## src/rtl/sfr_pkg.sv

```systemverilog
// Shared types and constants for the status frame receiver.
// No dependencies; the config registers, parser, tracker, top level and testbench import this package.
`default_nettype none

package sfr_pkg;

    // Frame buffer geometry.
    localparam int HEAD_DEPTH = 7;
    localparam int HEAD_IDX_W = $clog2(HEAD_DEPTH);

    // Hard limit on the payload length, applied on top of the register.
    localparam logic [7:0] PAYLOAD_LIMIT = 8'd32;

    // Payload lengths that select the short and long status layouts.
    localparam logic [7:0] SHORT_MIN_LEN = 8'd4;
    localparam logic [7:0] LONG_MIN_LEN  = 8'd7;

    // Transaction commands.
    localparam logic [1:0] CMD_BYTE = 2'd0;
    localparam logic [1:0] CMD_GOTO = 2'd1;
    localparam logic [1:0] CMD_STOP = 2'd2;

    // Event codes.
    localparam logic [2:0] EV_NONE    = 3'd0;
    localparam logic [2:0] EV_IGNORED = 3'd1;
    localparam logic [2:0] EV_STATUS  = 3'd2;
    localparam logic [2:0] EV_ACK     = 3'd3;
    localparam logic [2:0] EV_BADSUM  = 3'd4;
    localparam logic [2:0] EV_TOOLONG = 3'd5;

    // Command status codes.
    localparam logic [2:0] ST_IDLE    = 3'd0;
    localparam logic [2:0] ST_RUNNING = 3'd1;
    localparam logic [2:0] ST_FAILED  = 3'd2;
    localparam logic [2:0] ST_DONE    = 3'd3;
    localparam logic [2:0] ST_WAITING = 3'd4;

    // Configuration register indexes.
    localparam int CFG_IDX_W = 3;
    localparam logic [CFG_IDX_W-1:0] REG_SYNC_FIRST   = 3'd0;
    localparam logic [CFG_IDX_W-1:0] REG_SYNC_SECOND  = 3'd1;
    localparam logic [CFG_IDX_W-1:0] REG_STATUS_TYPE  = 3'd2;
    localparam logic [CFG_IDX_W-1:0] REG_ACK_TYPE     = 3'd3;
    localparam logic [CFG_IDX_W-1:0] REG_GOTO_TYPE    = 3'd4;
    localparam logic [CFG_IDX_W-1:0] REG_MAX_LENGTH   = 3'd5;

    // Configuration register file contents.
    typedef struct packed {
        logic [7:0] sync_first;
        logic [7:0] sync_second;
        logic [7:0] status_type_code;
        logic [7:0] ack_type_code;
        logic [7:0] goto_type_code;
        logic [7:0] max_payload_length;
    } cfg_t;

    // What the parser hands to the tracker for each byte.
    typedef struct packed {
        logic                           frame_ok;
        logic                           bad_sum;
        logic                           too_long;
        logic [7:0]                     frame_type;
        logic [7:0]                     frame_length;
        logic [HEAD_DEPTH-1:0][7:0]     head;
    } frame_t;

endpackage

`default_nettype wire

```

## src/rtl/sfr_in_if.sv

```systemverilog
// Input channel of the status frame receiver: valid, ready and one item.
// Depends on sfr_pkg for nothing but shares the house conventions.
`default_nettype none

interface sfr_in_if;

    logic        valid;
    logic        ready;
    logic [1:0]  command;
    logic [7:0]  rx_byte;
    logic [15:0] goto_angle;

    modport source (output valid, output command, output rx_byte, output goto_angle,
                    input ready);
    modport sink   (input valid, input command, input rx_byte, input goto_angle,
                    output ready);

endinterface

`default_nettype wire

```

## src/rtl/sfr_out_if.sv

```systemverilog
// Result channel of the status frame receiver: valid, ready and one result.
// Standalone; field widths follow the block's result format.
`default_nettype none

interface sfr_out_if;

    logic        valid;
    logic        ready;
    logic [2:0]  frame_event;
    logic [7:0]  rotor_state;
    logic [15:0] rotor_angle;
    logic [7:0]  rotor_errors;
    logic        rotor_executing;
    logic [15:0] rotor_target;
    logic        report_seen;
    logic [7:0]  ack_code_out;
    logic        tracking_active;
    logic [2:0]  command_status;

    modport source (output valid, output frame_event, output rotor_state,
                    output rotor_angle, output rotor_errors, output rotor_executing,
                    output rotor_target, output report_seen, output ack_code_out,
                    output tracking_active, output command_status, input ready);
    modport sink   (input valid, input frame_event, input rotor_state,
                    input rotor_angle, input rotor_errors, input rotor_executing,
                    input rotor_target, input report_seen, input ack_code_out,
                    input tracking_active, input command_status, output ready);

endinterface

`default_nettype wire

```

## src/rtl/sfr_cfg_regs.sv

```systemverilog
// Configuration register file of the status frame receiver.
// Depends on sfr_pkg for the register indexes and the cfg_t type.
`default_nettype none

module sfr_cfg_regs (
    input  wire logic                          clk,
    input  wire logic                          rst_n,
    input  wire logic                          cfg_wr_en,
    input  wire logic [sfr_pkg::CFG_IDX_W-1:0] cfg_index,
    input  wire logic [7:0]                    cfg_data,
    output sfr_pkg::cfg_t                      cfg
);
    import sfr_pkg::*;

    cfg_t cfg_reg;

    // Register writes; an index beyond the list is dropped.
    always_ff @(posedge clk or negedge rst_n)
    begin
        if (!rst_n)
        begin
            cfg_reg.sync_first         <= 8'hAA;
            cfg_reg.sync_second        <= 8'h55;
            cfg_reg.status_type_code   <= 8'd2;
            cfg_reg.ack_type_code      <= 8'd6;
            cfg_reg.goto_type_code     <= 8'd4;
            cfg_reg.max_payload_length <= 8'd32;
        end
        else if (cfg_wr_en)
        begin
            unique case (cfg_index)
                REG_SYNC_FIRST:  cfg_reg.sync_first         <= cfg_data;
                REG_SYNC_SECOND: cfg_reg.sync_second        <= cfg_data;
                REG_STATUS_TYPE: cfg_reg.status_type_code   <= cfg_data;
                REG_ACK_TYPE:    cfg_reg.ack_type_code      <= cfg_data;
                REG_GOTO_TYPE:   cfg_reg.goto_type_code     <= cfg_data;
                REG_MAX_LENGTH:  cfg_reg.max_payload_length <= cfg_data;
                default:         ;
            endcase
        end
    end

    assign cfg = cfg_reg;

endmodule

`default_nettype wire

```

## src/rtl/sfr_parser.sv

```systemverilog
// Byte-serial frame parser: sync search, header capture, payload buffer
// and running XOR checksum. Depends on sfr_pkg for cfg_t and frame_t.
`default_nettype none

module sfr_parser (
    input  wire logic          clk,
    input  wire logic          rst_n,
    input  wire logic          byte_en,
    input  wire logic [7:0]    rx_byte,
    input  wire sfr_pkg::cfg_t cfg,
    output sfr_pkg::frame_t    frame
);
    import sfr_pkg::*;

    // Parser phases.
    localparam logic [2:0] PH_SYNC1   = 3'd0;
    localparam logic [2:0] PH_SYNC2   = 3'd1;
    localparam logic [2:0] PH_TYPE    = 3'd2;
    localparam logic [2:0] PH_LEN     = 3'd3;
    localparam logic [2:0] PH_PAYLOAD = 3'd4;
    localparam logic [2:0] PH_CHECK   = 3'd5;

    logic [2:0]                 phase_reg, phase_next;
    logic [7:0]                 type_reg, type_next;
    logic [7:0]                 length_reg, length_next;
    logic [7:0]                 pos_reg, pos_next;
    logic [7:0]                 xor_reg, xor_next;
    logic [HEAD_DEPTH-1:0][7:0] head_reg, head_next;
    logic [7:0]                 pos_inc;

    assign pos_inc = pos_reg + 8'd1;

    // Next-state logic for one received byte.
    always_comb
    begin
        phase_next  = phase_reg;
        type_next   = type_reg;
        length_next = length_reg;
        pos_next    = pos_reg;
        xor_next    = xor_reg;
        head_next   = head_reg;
        frame.frame_ok     = 1'b0;
        frame.bad_sum      = 1'b0;
        frame.too_long     = 1'b0;
        frame.frame_type   = type_reg;
        frame.frame_length = length_reg;
        frame.head         = head_reg;
        if (byte_en)
        begin
            unique case (phase_reg)
                PH_SYNC1:
                begin
                    if (rx_byte == cfg.sync_first)
                        phase_next = PH_SYNC2;
                end
                PH_SYNC2:
                begin
                    phase_next = (rx_byte == cfg.sync_second) ? PH_TYPE : PH_SYNC1;
                end
                PH_TYPE:
                begin
                    type_next  = rx_byte;
                    xor_next   = rx_byte;
                    phase_next = PH_LEN;
                end
                PH_LEN:
                begin
                    length_next = rx_byte;
                    xor_next    = xor_reg ^ rx_byte;
                    pos_next    = 8'd0;
                    if (rx_byte > cfg.max_payload_length || rx_byte > PAYLOAD_LIMIT)
                    begin
                        frame.too_long = 1'b1;
                        phase_next     = PH_SYNC1;
                    end
                    else
                    begin
                        phase_next = (rx_byte == 8'd0) ? PH_CHECK : PH_PAYLOAD;
                    end
                end
                PH_PAYLOAD:
                begin
                    // Only the head of the payload is kept; all of it is summed.
                    if (pos_reg < 8'(HEAD_DEPTH))
                        head_next[pos_reg[HEAD_IDX_W-1:0]] = rx_byte;
                    xor_next = xor_reg ^ rx_byte;
                    pos_next = pos_inc;
                    if (pos_inc >= length_reg)
                        phase_next = PH_CHECK;
                end
                PH_CHECK:
                begin
                    frame.frame_ok = (rx_byte == xor_reg);
                    frame.bad_sum  = (rx_byte != xor_reg);
                    phase_next     = PH_SYNC1;
                end
                default:
                begin
                    phase_next = PH_SYNC1;
                end
            endcase
        end
    end

    // Parser state registers.
    always_ff @(posedge clk or negedge rst_n)
    begin
        if (!rst_n)
        begin
            phase_reg  <= PH_SYNC1;
            type_reg   <= 8'd0;
            length_reg <= 8'd0;
            pos_reg    <= 8'd0;
            xor_reg    <= 8'd0;
            head_reg   <= '0;
        end
        else
        begin
            phase_reg  <= phase_next;
            type_reg   <= type_next;
            length_reg <= length_next;
            pos_reg    <= pos_next;
            xor_reg    <= xor_next;
            head_reg   <= head_next;
        end
    end

endmodule

`default_nettype wire

```

## src/rtl/sfr_tracker.sv

```systemverilog
// Remote state holder and goto tracker: decodes finished frames, handles
// goto and stop commands, derives the event and command status.
// Depends on sfr_pkg for cfg_t, frame_t and the code constants.
`default_nettype none

module sfr_tracker (
    input  wire logic            clk,
    input  wire logic            rst_n,
    input  wire logic            step_en,
    input  wire logic [1:0]      command,
    input  wire logic [15:0]     goto_angle,
    input  wire sfr_pkg::cfg_t   cfg,
    input  wire sfr_pkg::frame_t frame,
    output logic [2:0]           event_code,
    output logic [7:0]           held_state,
    output logic [15:0]          held_angle,
    output logic [7:0]           held_errors,
    output logic                 held_executing,
    output logic [15:0]          held_target,
    output logic                 held_valid,
    output logic [7:0]           held_ack,
    output logic                 pending_flag,
    output logic [2:0]           status_code
);
    import sfr_pkg::*;

    logic [7:0]  state_reg, state_next;
    logic [15:0] angle_reg, angle_next;
    logic [7:0]  errors_reg, errors_next;
    logic        exec_reg, exec_next;
    logic [15:0] target_reg, target_next;
    logic        valid_reg, valid_next;
    logic [7:0]  ack_reg, ack_next;
    logic        pend_reg, pend_next;
    logic [15:0] pend_target_reg, pend_target_next;
    logic        is_byte;

    assign is_byte = (command == CMD_BYTE);

    // Frame decode and command handling for one transaction.
    always_comb
    begin
        state_next       = state_reg;
        angle_next       = angle_reg;
        errors_next      = errors_reg;
        exec_next        = exec_reg;
        target_next      = target_reg;
        valid_next       = valid_reg;
        ack_next         = ack_reg;
        pend_next        = pend_reg;
        pend_target_next = pend_target_reg;
        event_code       = EV_NONE;
        if (step_en)
        begin
            priority if (is_byte && frame.too_long)
            begin
                event_code = EV_TOOLONG;
            end
            else if (is_byte && frame.bad_sum)
            begin
                event_code = EV_BADSUM;
            end
            else if (is_byte && frame.frame_ok)
            begin
                // Status wins when the status and ack codes are equal.
                priority if (frame.frame_type == cfg.status_type_code)
                begin
                    if (frame.frame_length < SHORT_MIN_LEN)
                    begin
                        event_code = EV_IGNORED;
                    end
                    else
                    begin
                        event_code  = EV_STATUS;
                        state_next  = frame.head[0];
                        angle_next  = {frame.head[2], frame.head[1]};
                        errors_next = frame.head[3];
                        if (frame.frame_length >= LONG_MIN_LEN)
                        begin
                            exec_next   = frame.head[4][0];
                            target_next = {frame.head[6], frame.head[5]};
                        end
                        else
                        begin
                            exec_next   = 1'b0;
                            target_next = {frame.head[2], frame.head[1]};
                        end
                        // A finished or failed move ends tracking.
                        if (pend_reg && !exec_next &&
                            (errors_next != 8'd0 || angle_next == pend_target_reg))
                            pend_next = 1'b0;
                        valid_next = 1'b1;
                    end
                end
                else if (frame.frame_type == cfg.ack_type_code)
                begin
                    if (frame.frame_length == 8'd0)
                    begin
                        event_code = EV_IGNORED;
                    end
                    else
                    begin
                        event_code = EV_ACK;
                        ack_next   = frame.head[0];
                        if (frame.head[0] == cfg.goto_type_code)
                            pend_next = 1'b1;
                    end
                end
                else
                begin
                    event_code = EV_IGNORED;
                end
            end
            else if (command == CMD_GOTO)
            begin
                pend_target_next = goto_angle;
                pend_next        = 1'b0;
            end
            else if (command == CMD_STOP)
            begin
                pend_next        = 1'b0;
                pend_target_next = angle_reg;
            end
            else
            begin
                event_code = EV_NONE;
            end
        end
    end

    // Held remote state and tracking registers.
    always_ff @(posedge clk or negedge rst_n)
    begin
        if (!rst_n)
        begin
            state_reg       <= 8'd0;
            angle_reg       <= 16'd0;
            errors_reg      <= 8'd0;
            exec_reg        <= 1'b0;
            target_reg      <= 16'd0;
            valid_reg       <= 1'b0;
            ack_reg         <= 8'd0;
            pend_reg        <= 1'b0;
            pend_target_reg <= 16'd0;
        end
        else
        begin
            state_reg       <= state_next;
            angle_reg       <= angle_next;
            errors_reg      <= errors_next;
            exec_reg        <= exec_next;
            target_reg      <= target_next;
            valid_reg       <= valid_next;
            ack_reg         <= ack_next;
            pend_reg        <= pend_next;
            pend_target_reg <= pend_target_next;
        end
    end

    // Command status from the held values; first match wins.
    always_comb
    begin
        priority if (!pend_reg)
            status_code = ST_IDLE;
        else if (exec_reg)
            status_code = ST_RUNNING;
        else if (errors_reg != 8'd0)
            status_code = ST_FAILED;
        else if (valid_reg && angle_reg == pend_target_reg)
            status_code = ST_DONE;
        else
            status_code = ST_WAITING;
    end

    assign held_state     = state_reg;
    assign held_angle     = angle_reg;
    assign held_errors    = errors_reg;
    assign held_executing = exec_reg;
    assign held_target    = target_reg;
    assign held_valid     = valid_reg;
    assign held_ack       = ack_reg;
    assign pending_flag   = pend_reg;

endmodule

`default_nettype wire

```

## src/rtl/status_frame_receiver.sv

```systemverilog
// Top level of the status frame receiver: input register, parser, tracker
// and result register. Depends on sfr_pkg, sfr_in_if, sfr_out_if,
// sfr_cfg_regs, sfr_parser and sfr_tracker.
`default_nettype none

// Parses frames of sync1, sync2, type, length, payload and an XOR checksum
// from a stream of transactions that carry either a received byte or a
// locally issued goto or stop, and returns one result per transaction: an
// event code, the last reported remote state, angle, errors, executing flag
// and target, and the derived goto command status. Each transaction passes
// through the input register, then the result register, and the block
// accepts one transaction every cycle while the result side is not stalled.
// Configuration is to be written through cfg_wr_en, cfg_index and cfg_data
// only while no transaction is in flight; the block does not enforce this.

module status_frame_receiver (
    input  wire logic                          clk,
    input  wire logic                          rst_n,
    sfr_in_if.sink                             in_ch,
    sfr_out_if.source                          out_ch,
    input  wire logic                          cfg_wr_en,
    input  wire logic [sfr_pkg::CFG_IDX_W-1:0] cfg_index,
    input  wire logic [7:0]                    cfg_data
);
    import sfr_pkg::*;

    cfg_t        cfg;
    frame_t      frame;
    logic        in_valid_reg;
    logic [1:0]  command_reg;
    logic [7:0]  rx_byte_reg;
    logic [15:0] goto_angle_reg;
    logic        out_valid_reg;
    logic [2:0]  event_reg;
    logic [2:0]  event_code;
    logic        step_fire;
    logic        byte_en;

    // The held item is processed when the result register is free or drains.
    assign step_fire   = in_valid_reg && (!out_valid_reg || out_ch.ready);
    assign in_ch.ready = !in_valid_reg || step_fire;
    assign byte_en     = step_fire && (command_reg == CMD_BYTE);

    // Input register.
    always_ff @(posedge clk or negedge rst_n)
    begin
        if (!rst_n)
        begin
            in_valid_reg <= 1'b0;
        end
        else if (in_ch.ready)
        begin
            in_valid_reg <= in_ch.valid;
        end
    end

    always_ff @(posedge clk)
    begin
        if (in_ch.valid && in_ch.ready)
        begin
            command_reg    <= in_ch.command;
            rx_byte_reg    <= in_ch.rx_byte;
            goto_angle_reg <= in_ch.goto_angle;
        end
    end

    sfr_cfg_regs u_cfg (
        .clk       (clk),
        .rst_n     (rst_n),
        .cfg_wr_en (cfg_wr_en),
        .cfg_index (cfg_index),
        .cfg_data  (cfg_data),
        .cfg       (cfg)
    );

    sfr_parser u_parser (
        .clk     (clk),
        .rst_n   (rst_n),
        .byte_en (byte_en),
        .rx_byte (rx_byte_reg),
        .cfg     (cfg),
        .frame   (frame)
    );

    sfr_tracker u_tracker (
        .clk            (clk),
        .rst_n          (rst_n),
        .step_en        (step_fire),
        .command        (command_reg),
        .goto_angle     (goto_angle_reg),
        .cfg            (cfg),
        .frame          (frame),
        .event_code     (event_code),
        .held_state     (out_ch.rotor_state),
        .held_angle     (out_ch.rotor_angle),
        .held_errors    (out_ch.rotor_errors),
        .held_executing (out_ch.rotor_executing),
        .held_target    (out_ch.rotor_target),
        .held_valid     (out_ch.report_seen),
        .held_ack       (out_ch.ack_code_out),
        .pending_flag   (out_ch.tracking_active),
        .status_code    (out_ch.command_status)
    );

    // Result register. The held values only change on a processed item, so
    // they stay in step with the pending result while it waits.
    always_ff @(posedge clk or negedge rst_n)
    begin
        if (!rst_n)
        begin
            out_valid_reg <= 1'b0;
        end
        else if (step_fire)
        begin
            out_valid_reg <= 1'b1;
        end
        else if (out_ch.ready)
        begin
            out_valid_reg <= 1'b0;
        end
    end

    always_ff @(posedge clk)
    begin
        if (step_fire)
            event_reg <= event_code;
    end

    assign out_ch.valid       = out_valid_reg;
    assign out_ch.frame_event = event_reg;

    // A processed item always leaves a result behind it.
    a_fire_gives_result: assert property (@(posedge clk) disable iff (!rst_n)
        step_fire |=> out_valid_reg)
        else $error("processed transaction left no result");

    // A held item that cannot be processed stays held.
    a_item_kept: assert property (@(posedge clk) disable iff (!rst_n)
        in_valid_reg && !step_fire |=> in_valid_reg)
        else $error("held transaction dropped");

    // Without tracking the command status is idle.
    a_idle_status: assert property (@(posedge clk) disable iff (!rst_n)
        !out_ch.tracking_active |-> out_ch.command_status == ST_IDLE)
        else $error("command status not idle while not tracking");

    // A stalled result keeps its event code until it is taken.
    a_result_held: assert property (@(posedge clk) disable iff (!rst_n)
        out_valid_reg && !out_ch.ready |=> $stable(event_reg))
        else $error("waiting result changed");

endmodule

`default_nettype wire

```

## src/flat_wrapper.sv

```systemverilog
// flat-port wrapper written by rule: the top's interface ports become plain ports
module status_frame_receiver_flat import sfr_pkg::*;
  (clk, rst_n, cfg_wr_en, cfg_index, cfg_data, in_ch_valid, in_ch_command, in_ch_rx_byte, in_ch_goto_angle, in_ch_ready, out_ch_valid, out_ch_frame_event, out_ch_rotor_state, out_ch_rotor_angle, out_ch_rotor_errors, out_ch_rotor_executing, out_ch_rotor_target, out_ch_report_seen, out_ch_ack_code_out, out_ch_tracking_active, out_ch_command_status, out_ch_ready);
  sfr_in_if in_ch_i ();
  sfr_out_if out_ch_i ();
  input  wire logic clk;
  input  wire logic rst_n;
  input  wire logic cfg_wr_en;
  input  wire logic [sfr_pkg::CFG_IDX_W-1:0] cfg_index;
  input  wire logic [7:0] cfg_data;
  input wire logic [$bits(in_ch_i.valid)-1:0] in_ch_valid;
  input wire logic [$bits(in_ch_i.command)-1:0] in_ch_command;
  input wire logic [$bits(in_ch_i.rx_byte)-1:0] in_ch_rx_byte;
  input wire logic [$bits(in_ch_i.goto_angle)-1:0] in_ch_goto_angle;
  output wire logic [$bits(in_ch_i.ready)-1:0] in_ch_ready;
  output wire logic [$bits(out_ch_i.valid)-1:0] out_ch_valid;
  output wire logic [$bits(out_ch_i.frame_event)-1:0] out_ch_frame_event;
  output wire logic [$bits(out_ch_i.rotor_state)-1:0] out_ch_rotor_state;
  output wire logic [$bits(out_ch_i.rotor_angle)-1:0] out_ch_rotor_angle;
  output wire logic [$bits(out_ch_i.rotor_errors)-1:0] out_ch_rotor_errors;
  output wire logic [$bits(out_ch_i.rotor_executing)-1:0] out_ch_rotor_executing;
  output wire logic [$bits(out_ch_i.rotor_target)-1:0] out_ch_rotor_target;
  output wire logic [$bits(out_ch_i.report_seen)-1:0] out_ch_report_seen;
  output wire logic [$bits(out_ch_i.ack_code_out)-1:0] out_ch_ack_code_out;
  output wire logic [$bits(out_ch_i.tracking_active)-1:0] out_ch_tracking_active;
  output wire logic [$bits(out_ch_i.command_status)-1:0] out_ch_command_status;
  input wire logic [$bits(out_ch_i.ready)-1:0] out_ch_ready;
  assign in_ch_i.valid = in_ch_valid;
  assign in_ch_i.command = in_ch_command;
  assign in_ch_i.rx_byte = in_ch_rx_byte;
  assign in_ch_i.goto_angle = in_ch_goto_angle;
  assign in_ch_ready = in_ch_i.ready;
  assign out_ch_valid = out_ch_i.valid;
  assign out_ch_frame_event = out_ch_i.frame_event;
  assign out_ch_rotor_state = out_ch_i.rotor_state;
  assign out_ch_rotor_angle = out_ch_i.rotor_angle;
  assign out_ch_rotor_errors = out_ch_i.rotor_errors;
  assign out_ch_rotor_executing = out_ch_i.rotor_executing;
  assign out_ch_rotor_target = out_ch_i.rotor_target;
  assign out_ch_report_seen = out_ch_i.report_seen;
  assign out_ch_ack_code_out = out_ch_i.ack_code_out;
  assign out_ch_tracking_active = out_ch_i.tracking_active;
  assign out_ch_command_status = out_ch_i.command_status;
  assign out_ch_i.ready = out_ch_ready;
  status_frame_receiver u_core (.clk(clk), .rst_n(rst_n), .in_ch(in_ch_i), .out_ch(out_ch_i), .cfg_wr_en(cfg_wr_en), .cfg_index(cfg_index), .cfg_data(cfg_data));
endmodule
```

## config.mk

```make
export PLATFORM = sky130hd
export DESIGN_NAME = status_frame_receiver_flat
export DESIGN_NICKNAME = d
export VERILOG_FILES = /design/src/rtl/sfr_pkg.sv /design/src/rtl/sfr_in_if.sv /design/src/rtl/sfr_out_if.sv /design/src/rtl/sfr_cfg_regs.sv /design/src/rtl/sfr_parser.sv /design/src/rtl/sfr_tracker.sv /design/src/rtl/status_frame_receiver.sv /design/src/flat_wrapper.sv
export SDC_FILE = /design/constraint.sdc
export NUM_CORES = 1
export LEC_CHECK = 0
export ABC_AREA = 1
export ABC_CLOCK_PERIOD_IN_PS = 3300
export BUFFER_PORTS_ARGS = -buffer_cell sky130_fd_sc_hd__buf_2
export CELL_PAD_IN_SITES_DETAIL_PLACEMENT = 0
export CELL_PAD_IN_SITES_GLOBAL_PLACEMENT = 2
export CORE_ASPECT_RATIO = 0.75
export CORE_UTILIZATION = 37
export DETAILED_ROUTE_END_ITERATION = 8
export HOLD_SLACK_MARGIN = 0.05
export PLACE_DENSITY = 0.82
export SLEW_MARGIN = 20
export SYNTH_ARGS = -nofsm -noshare
export SYNTH_HDL_FRONTEND = slang
export SYNTH_SLANG_ARGS = --single-unit
```

## constraint.sdc

```tcl
create_clock -name clk -period 3.3 [get_ports clk]
set_clock_uncertainty 0.2 [all_clocks]
set_input_delay 0.165 -clock clk [delete_from_list [all_inputs] [get_ports clk]]
set_output_delay 0.165 -clock clk [all_outputs]
set_load 0.1 [all_outputs]
```

==> results.cfg <==
[clock_network]
cts_tree = built
worstSkewPairLatency_ns = 0.54
cts_buffers = 26
ctsRootBufferMaster = clkbuf_16
clk_pin_slew_ns = 0.06
ctsLongestPathBuffers = 3
cts_max_level = 1
cts_sinks = 238
post_cts_buffers = 0

[routing]
drc = 3
wl_um = 31300
ant_nets = 0
viasPerCell = 4.77
routedWlPerCell_um = 16.4
drt_pass1_iterations = 7
vias = 9134
drtIter0Drc = 615

[setup_path]
regToRegSetupSlack_ns = 0.28
critPathCaptureType = output pin
criticalPathCategory = reg2out
cp-start-kind = flip-flop
worst_ep_required_time_ns = 2.93
crit_chain = inv_1 -> nand2_1 -> nand3_1 -> nor4_1 -> nand3_1 -> nand2_1 -> nand2_1 -> nor2_2 -> buf_2
startpoint = u_core.u_tracker.held_angle[0]
reg2reg_to = u_core.u_parser.phase_reg[2]
critPathTopFamily = simple AND/OR/NAND/NOR gates
crit_top_cell = nand2_1
crit_buf_inv = 2
max_stage_delay_ns = 0.61
cp_data_arrival_time_ns = 2.67
crit_fanout = 4
cp_slowest_cell = nor4_1
r2r-start = u_core.u_parser.pos_reg[2]
rr_worst_depth = 15

[final_layout]
nFillCells = 3017
antenna_cells = 0
final_common_cell = nand2_1
fin_nets = 1558
largest_reg_flops = 49
fin_area_um2 = 13900
mostFrequentLayoutCells = nand2_1, dfrtp_1, inv_1
regArea_um2 = 6120
multi_input_area_um2 = 4470
area_growth_syn_to_layout_pct = 19.7
layout-drive-gt1-share_pct = 19.9

[logic_synthesis]
ys_warn_count = 0
yosysTopAreaCell = dfrtp_1
syn_area_per_cell_um2 = 8.67
syn_nets = 1402
syn-instance-count = 1340
synthTopCellsByArea = dfrtp_1, nand2_1, edfxtp_1, o21ai_0, inv_1
synth_top_area_share_pct = 42.2
synth-seq-cells = 238
netlist_area_um2 = 11600
synth.distinct_cells = 48
seq_area_frac_synth_pct = 52.7

[power]
power_switching_mw = 2.86
sequentialPowerShare_pct = 43.2
switching_share_pct = 32.4
p_int_mw = 5.96
p_leak_nw = 6.94
clockPowerShare_pct = 34.6
comb_power_share_pct = 22.3
powerDensity_nw_per_um2 = 634
ir_drop_v = 0.000389

[global_route]
antenna_found_initial = 0
grt_usage_pct = 20.5
grt_max_degree = 80
grt_pass1_vias = 9069
grt_pass1_wl_um = 50800
overflow = 0

[die]
dieArea_um2 = 32100
fp.dieW_um = 207
fp.dieH_um = 155
coreArea_um2 = 30500
ioPinCount = 109
start_util_pct = 38.1
core.rowCount = 55

[sta]
setup_ws_ns = 0.269
hold_viol_final = 0
tightest_slew_ns = 0.868
tns_ns = 0
finalMaxSlewViolations = 0
rsz0062_at_grt = no
post-route-period-util_pct = 91.8
setup_viol_count_final = 0
max_freq_ghz = 0.330
min_period_ns = 3.03
max-slew-margin-rel_pct = 41.9

[placement]
port_buffers = 108
place_congestion = 0.826
hpwl_um = 22100
dp_slack_ns = 0.359
postPlaceCellArea_um2 = 12600

[outcome]
violations = design-rule violations
outcome = finished, violations left

[hold_path]
hold_class = in2async

[flow_run]
cap_violations = 0
-- worst max path at each step --
stage	endpoint	cells after the start
after floorplan	u_core.command_reg[0]	3
final	out_ch_command_status[1]	9
after detailed placement	u_core.u_parser.phase_reg[2]	15
after global placement	u_core.u_parser.phase_reg[0]	16
after global routing	u_core.u_parser.phase_reg[2]	15
after CTS	out_ch_command_status[1]	9
-- cell type report --
type / count / share of cell area [%]
Inverter: 202 / 5.52
Sequential cell: 238 / 44.0
Timing Repair Buffer: 170 / 8.30
Multi-Input combinational cell: 858 / 32.1
Clock buffer: 43 / 6.16
Tap cell: 399 / 3.59
Clock inverter: 3 / 0.288
-- metal layers --
metal,wire length (um),vias to the layer above,GRT usage (%)
li1,-,4593,-
met1,16300,4365,31.3
met2,13400,142,30.6
met3,1110,34,3.06
met4,525,0,3.75
met5,0,-,0
-- cell families (layout without fill, tap and decap cells) --
family	after synthesis	in the layout	synth area share [%]
AND/OR/NAND/NOR	534	534	19.6
AO/OA/AOI/OAI	266	266	13.6
buffers and inverters	244	418	8.95
flip-flops	238	238	52.7
XOR/XNOR	30	30	2.26
adder cells (fa/ha/maj)	20	20	2.15
multiplexers	8	8	0.765
-- cell usage after synthesis (all sizes together) --
cell / n
nand2: 395
o21ai: 213
inv: 200
dfrtp: 196
nor2: 77
edfxtp: 29
nand3: 27
buf: 24
o211ai: 24
xor2: 23
ha: 20
clkbuf: 18
a21oi: 15
nand4: 15
dfstp: 13
nor3: 10
o22ai: 9
mux2: 7
xnor2: 7
nor4: 5
o21a: 3
or2: 3
clkinv: 2
a21o: 1
and2: 1
mux2i: 1
o2111ai: 1
or3: 1
-- timing repair --
| action | CTS | global route |
|---|---|---|
| hold buffers | 41 | 0 |
| resized for setup | 0 | 0 |
| endpoints found under the hold margin | 256 | 0 |
-- power groups by stage --
stage	registers, mW	clock network, mW	logic (mW)
6_report	3.81	3.05	1.97
4_1_cts	3.81	3.14	1.99
3_3_place_gp	3.85	0	1.93
5_1_grt	3.87	3.24	2.26
2_1_floorplan	3.80	0	1.36
3_5_place_dp	3.85	0	1.94
-- stage by stage --
stage | hold WS, ns | util (%) | total power, mW | std cells
2_1_floorplan | -0.331 | - | 5.16 | 1340
3_3_place_gp | 0.0699 | 41.3 | 5.78 | 1826
3_5_place_dp | 0.0764 | 41.3 | 5.80 | 1826
4_1_cts | 0.0579 | 45.6 | 8.93 | 1913
5_1_grt | 0.107 | 45.6 | 9.37 | 1913
6_report | 0.0563 | 45.6 | 8.82 | 1913
Note: power is estimated with default switching activity, not from simulation.
